**src/design/ashp_ram.sv**
```systemverilog
module ashp_ram #(
    parameter int WIDTH = 8,
    parameter int DEPTH = 16
) (
    input  logic                                    i_clk,
    input  logic                                    i_we,
    input  logic [((DEPTH > 1) ? $clog2(DEPTH) : 1)-1:0] i_waddr,
    input  logic [WIDTH-1:0]                        i_wdata,
    input  logic                                    i_re,
    input  logic [((DEPTH > 1) ? $clog2(DEPTH) : 1)-1:0] i_raddr,
    output logic [WIDTH-1:0]                        o_rdata
);

    logic [WIDTH-1:0] r_mem [DEPTH];
    logic [WIDTH-1:0] r_rdata;

    always_ff @(posedge i_clk) begin
        if (i_we) begin
            r_mem[i_waddr] <= i_wdata;
        end
        if (i_re) begin
            r_rdata <= r_mem[i_raddr];
        end
    end

    assign o_rdata = r_rdata;

endmodule

```
**config.mk**
```make
export PLATFORM = sky130hd
export DESIGN_NAME = ashp_ram
export DESIGN_NICKNAME = d
export VERILOG_FILES = /design/src/design/ashp_ram.sv
export SDC_FILE = /design/constraint.sdc
export NUM_CORES = 1
export LEC_CHECK = 0
export BUFFER_PORTS_ARGS = -buffer_cell sky130_fd_sc_hd__buf_2
export CORE_UTILIZATION = 49
export DETAILED_ROUTE_END_ITERATION = 12
export PLACE_DENSITY_LB_ADDON = 0.08
export SYNTH_ARGS = -nofsm -noshare
export SYNTH_HDL_FRONTEND = slang
export SYNTH_SLANG_ARGS = --single-unit
```
**constraint.sdc**
```tcl
create_clock -name i_clk -period 3.1 [get_ports i_clk]
set_clock_uncertainty 0.15 [all_clocks]
set_input_delay 0.93 -clock i_clk [delete_from_list [all_inputs] [get_ports i_clk]]
set_output_delay 0.93 -clock i_clk [all_outputs]
set_load 0.01 [all_outputs]
```
==> flow_summary.rst <==
.. list-table::
   :header-rows: 1

   * - Metric
     - Value
   * - Status
     - completed
   * - Antenna fix cells
     - 0
   * - Yosys top cell by area
     - sky130_fd_sc_hd__edfxtp_1
   * - Number of iterations in the first detailed-routing pass
     - 4
   * - Total of buffers placed on input and output ports
     - 26
   * - Clock tree from TritonCTS
     - built
   * - Crit share post-route
     - 70.0%
   * - Std-Cell Rows
     - 37
   * - Seq cells post-synth
     - roughly 140
   * - Gr usage total
     - about a fifth
   * - Ys flop type
     - sky130_fd_sc_hd__edfxtp_1
   * - Wire length per cell
     - between 20 and 25 microns
   * - Number of cells upsized or downsized after cts
     - 0
   * - Summed negative setup slack over all endpoints
     - 0 ps
   * - Maximum clock insertion buffer count
     - 2
   * - Sequential area share after synthesis
     - 78.1%
   * - Number of flops mapped to enable cells by yosys
     - 136
   * - Die Span X
     - approximately 110 microns
   * - Avg Cell Area, Syn
     - 22.8 sq um
   * - Layout overhead on the synthesized area
     - 18.3%
   * - Die span in y
     - ~110 microns
   * - Sink Count
     - 136
   * - Leak
     - 2.11 nW
   * - Die Footprint
     - around 11000 sq um
   * - Crit path cell chain
     - buf_2
   * - Type of element capturing the critical path
     - output port
   * - CTS clock-pin slew for the worst setup and hold paths
     - about 60 ps
   * - Fin. max-slew vios
     - 0
   * - Pwr per Cell Area
     - 680 nW/um^2
   * - Cell with the largest stage delay on the worst path
     - sky130_fd_sc_hd__edfxtp_1
   * - Final core occ
     - around 60%
   * - Class of the worst hold path
     - flop to flop
   * - Vias per Instance
     - between 5 and 6
   * - Max frequency
     - 461 MHz
   * - Number of hold buffers added after cts
     - 0
   * - Count of distinct cell types in the synthesized netlist
     - 18
   * - Pin count of the biggest net entering global routing
     - 33
   * - Share of cells above drive strength 1
     - between 30% and 40%
   * - Final Hold Slack
     - ~600 ps
   * - CP top delay family
     - flip-flops
   * - Area share of the largest cell type after synthesis
     - 78.1%
   * - Post-CTS setup-driven buffer insertion count
     - 0
   * - Actual transition at the worst max-transition pin
     - around 440 ps
   * - Worst supply voltage drop on vdd
     - 0.412 mV
   * - Vias in the first global route
     - 2437
   * - Delay of the slowest cell on the worst path
     - between 400 and 500 ps
   * - Unrepaired setup endpoints after global routing
     - no
   * - Via count of the routed design
     - around 2400
   * - Initial antenna violation count
     - 0
   * - Worst hold stages
     - 3
   * - Number of buffer and inverter stages on the critical path
     - 1
   * - Number of buffers created by CTS
     - 17
   * - Final HPWL from detailed placement
     - between 5000 and 6000 microns
   * - Number of levels the H-tree was split into
     - 4
   * - Final global-route overflow total
     - 0
   * - Share of synthesized flip-flops with an asynchronous set or reset
     - 0%
   * - IO Count
     - 27
   * - Top cells by area, synth
     - sky130_fd_sc_hd__edfxtp_1 (78%), sky130_fd_sc_hd__mux4_2 (7.8%), sky130_fd_sc_hd__mux4_1 (7.0%), sky130_fd_sc_hd__a22oi_1 (2.3%), sky130_fd_sc_hd__nor2_1 (0.93%)
   * - Drt first-iter violations
     - approximately 100
   * - Max-Slew Margin vs Limit
     - 70.4%
   * - Core area
     - between 10000 and 15000 sq um
   * - Critical path start-end classification
     - flop to output port
   * - Worst setup SP type
     - flop
   * - Clock latency of the later-clocked register in the worst-skew pair
     - between 500 and 600 ps
   * - Final Setup Violations
     - 0
   * - Cell at the root of the clock tree
     - sky130_fd_sc_hd__clkbuf_8
   * - Shortest clock period the worst path allows after layout
     - 2170 ps
   * - Syn Nets
     - roughly 250
   * - Crit path max fanout
     - 1
   * - Total number of yosys warnings
     - 0
   * - GP Congestion
     - 0.660
   * - Count of cell instances traversed by the critical path
     - 1
   * - Net total in the final layout
     - 304
   * - Number of hold violations in the final report
     - 0
   * - Number of cell instances on the worst register-to-register path
     - 3
   * - Post-synthesis instance total
     - 229
   * - First-pass GRT wire length
     - ~15000 microns
   * - Max-cap violations
     - 0
   * - Most used standard cell by instance count after synthesis
     - sky130_fd_sc_hd__edfxtp_1
   * - Initial cell density of the core
     - 50.6%
   * - ANT nets after route
     - 0
   * - Total DRC errors in the routed layout
     - 0
   * - Most instantiated cells after synthesis
     - sky130_fd_sc_hd__edfxtp_1 (136), sky130_fd_sc_hd__mux4_2 (18), sky130_fd_sc_hd__a22oi_1 (16)
   * - Required time of the critical path
     - 2020 ps
   * - Post-Route WL
     - 9840 microns
   * - Netlist area before placement
     - about 5200 sq um
   * - Arrival time worst endpoint
     - ~1100 ps
==> power by group <==
part	internal (W)	leakage, nW	switching (W)
Combinational	0.0000806	0.589	0.000107
Clock	0.00121	0.284	0.000718
Sequential	0.00207	1.24	0.0000116
Total	0.00337	2.11	0.000837
==> sequential cells by signal (all words and copies together), names as in the netlist <==
name     count
o_rdata      8
r_mem      128
==> kinds of logic after synthesis <==
family          share of synthesized area [%]
mux                                      14.8
buf+inv                                  1.65
simple gates                             3.14
compound gates                           2.30
flops                                    78.1
==> final timing paths <==
check / from / end / slack [ps]
setup / recovery: o_rdata[5] / o_rdata[5] / 930
hold / removal: r_mem[14][2] / o_rdata[2] / 600
setup reg to reg: r_mem[1][3] / o_rdata[3] / 1460
hold reg to reg: r_mem[14][2] / o_rdata[2] / 600
==> cell type report <==
type / count / area (sq um)
fillers: 739 / 4140
repair buffers: 47 / 300
clock buffers: 18 / 418
well taps: 136 / 170
clock inverters: 14 / 156
flip-flops and latches: 136 / 4080
multi-input cells: 83 / 1060
==> through the flow <==
step                      setup slack, ps  cell area (sq um)  cells  total power [W]
final                                 929               6190    434          0.00421
after global placement                415               5610    402          0.00231
after global routing                  905               6190    434          0.00431
after floorplan                       527               5230    229          0.00223
after CTS                             918               6190    434          0.00423
after detailed placement              396               5610    402          0.00231
==> layout by cell type, fill, tap and decap left out, types with 2 or more instances in the layout <==
| cell type | count |
|---|---|
| sky130_fd_sc_hd__clkinv_1 | 2 |
| sky130_fd_sc_hd__nand3b_1 | 2 |
| sky130_fd_sc_hd__a22oi_1 | 16 |
| sky130_fd_sc_hd__bufinv_16 | 3 |
| sky130_fd_sc_hd__buf_2 | 26 |
| sky130_fd_sc_hd__nor2_1 | 13 |
| sky130_fd_sc_hd__nand2b_1 | 2 |
| sky130_fd_sc_hd__edfxtp_1 | 136 |
| sky130_fd_sc_hd__buf_4 | 20 |
| sky130_fd_sc_hd__clkinv_2 | 5 |
| sky130_fd_sc_hd__clkbuf_16 | 16 |
| sky130_fd_sc_hd__clkinv_4 | 2 |
| sky130_fd_sc_hd__nor3_1 | 4 |
| sky130_fd_sc_hd__mux4_1 | 14 |
| sky130_fd_sc_hd__mux4_2 | 18 |
| sky130_fd_sc_hd__nand2_1 | 9 |
==> per-layer routing <==
metal / track usage, % / vias up / wire [microns]
met3: 3.71 / 9 / 422
li1: - / 1094 / -
met1: 28.1 / 1259 / 4450
met2: 29.6 / 70 / 4840
met5: 0 / - / 0
met4: 8.15 / 0 / 133
==> tightest hold or removal path, delay by kind of cell, from the launching register on <==
family / cells / cell delay (ps)
AND/OR/NAND/NOR: 1 / 50
multiplexers: 1 / 230
flip-flops: 1 / 310
AO/OA/AOI/OAI: 1 / 60
Note: power is estimated with default switching activity, not from simulation.
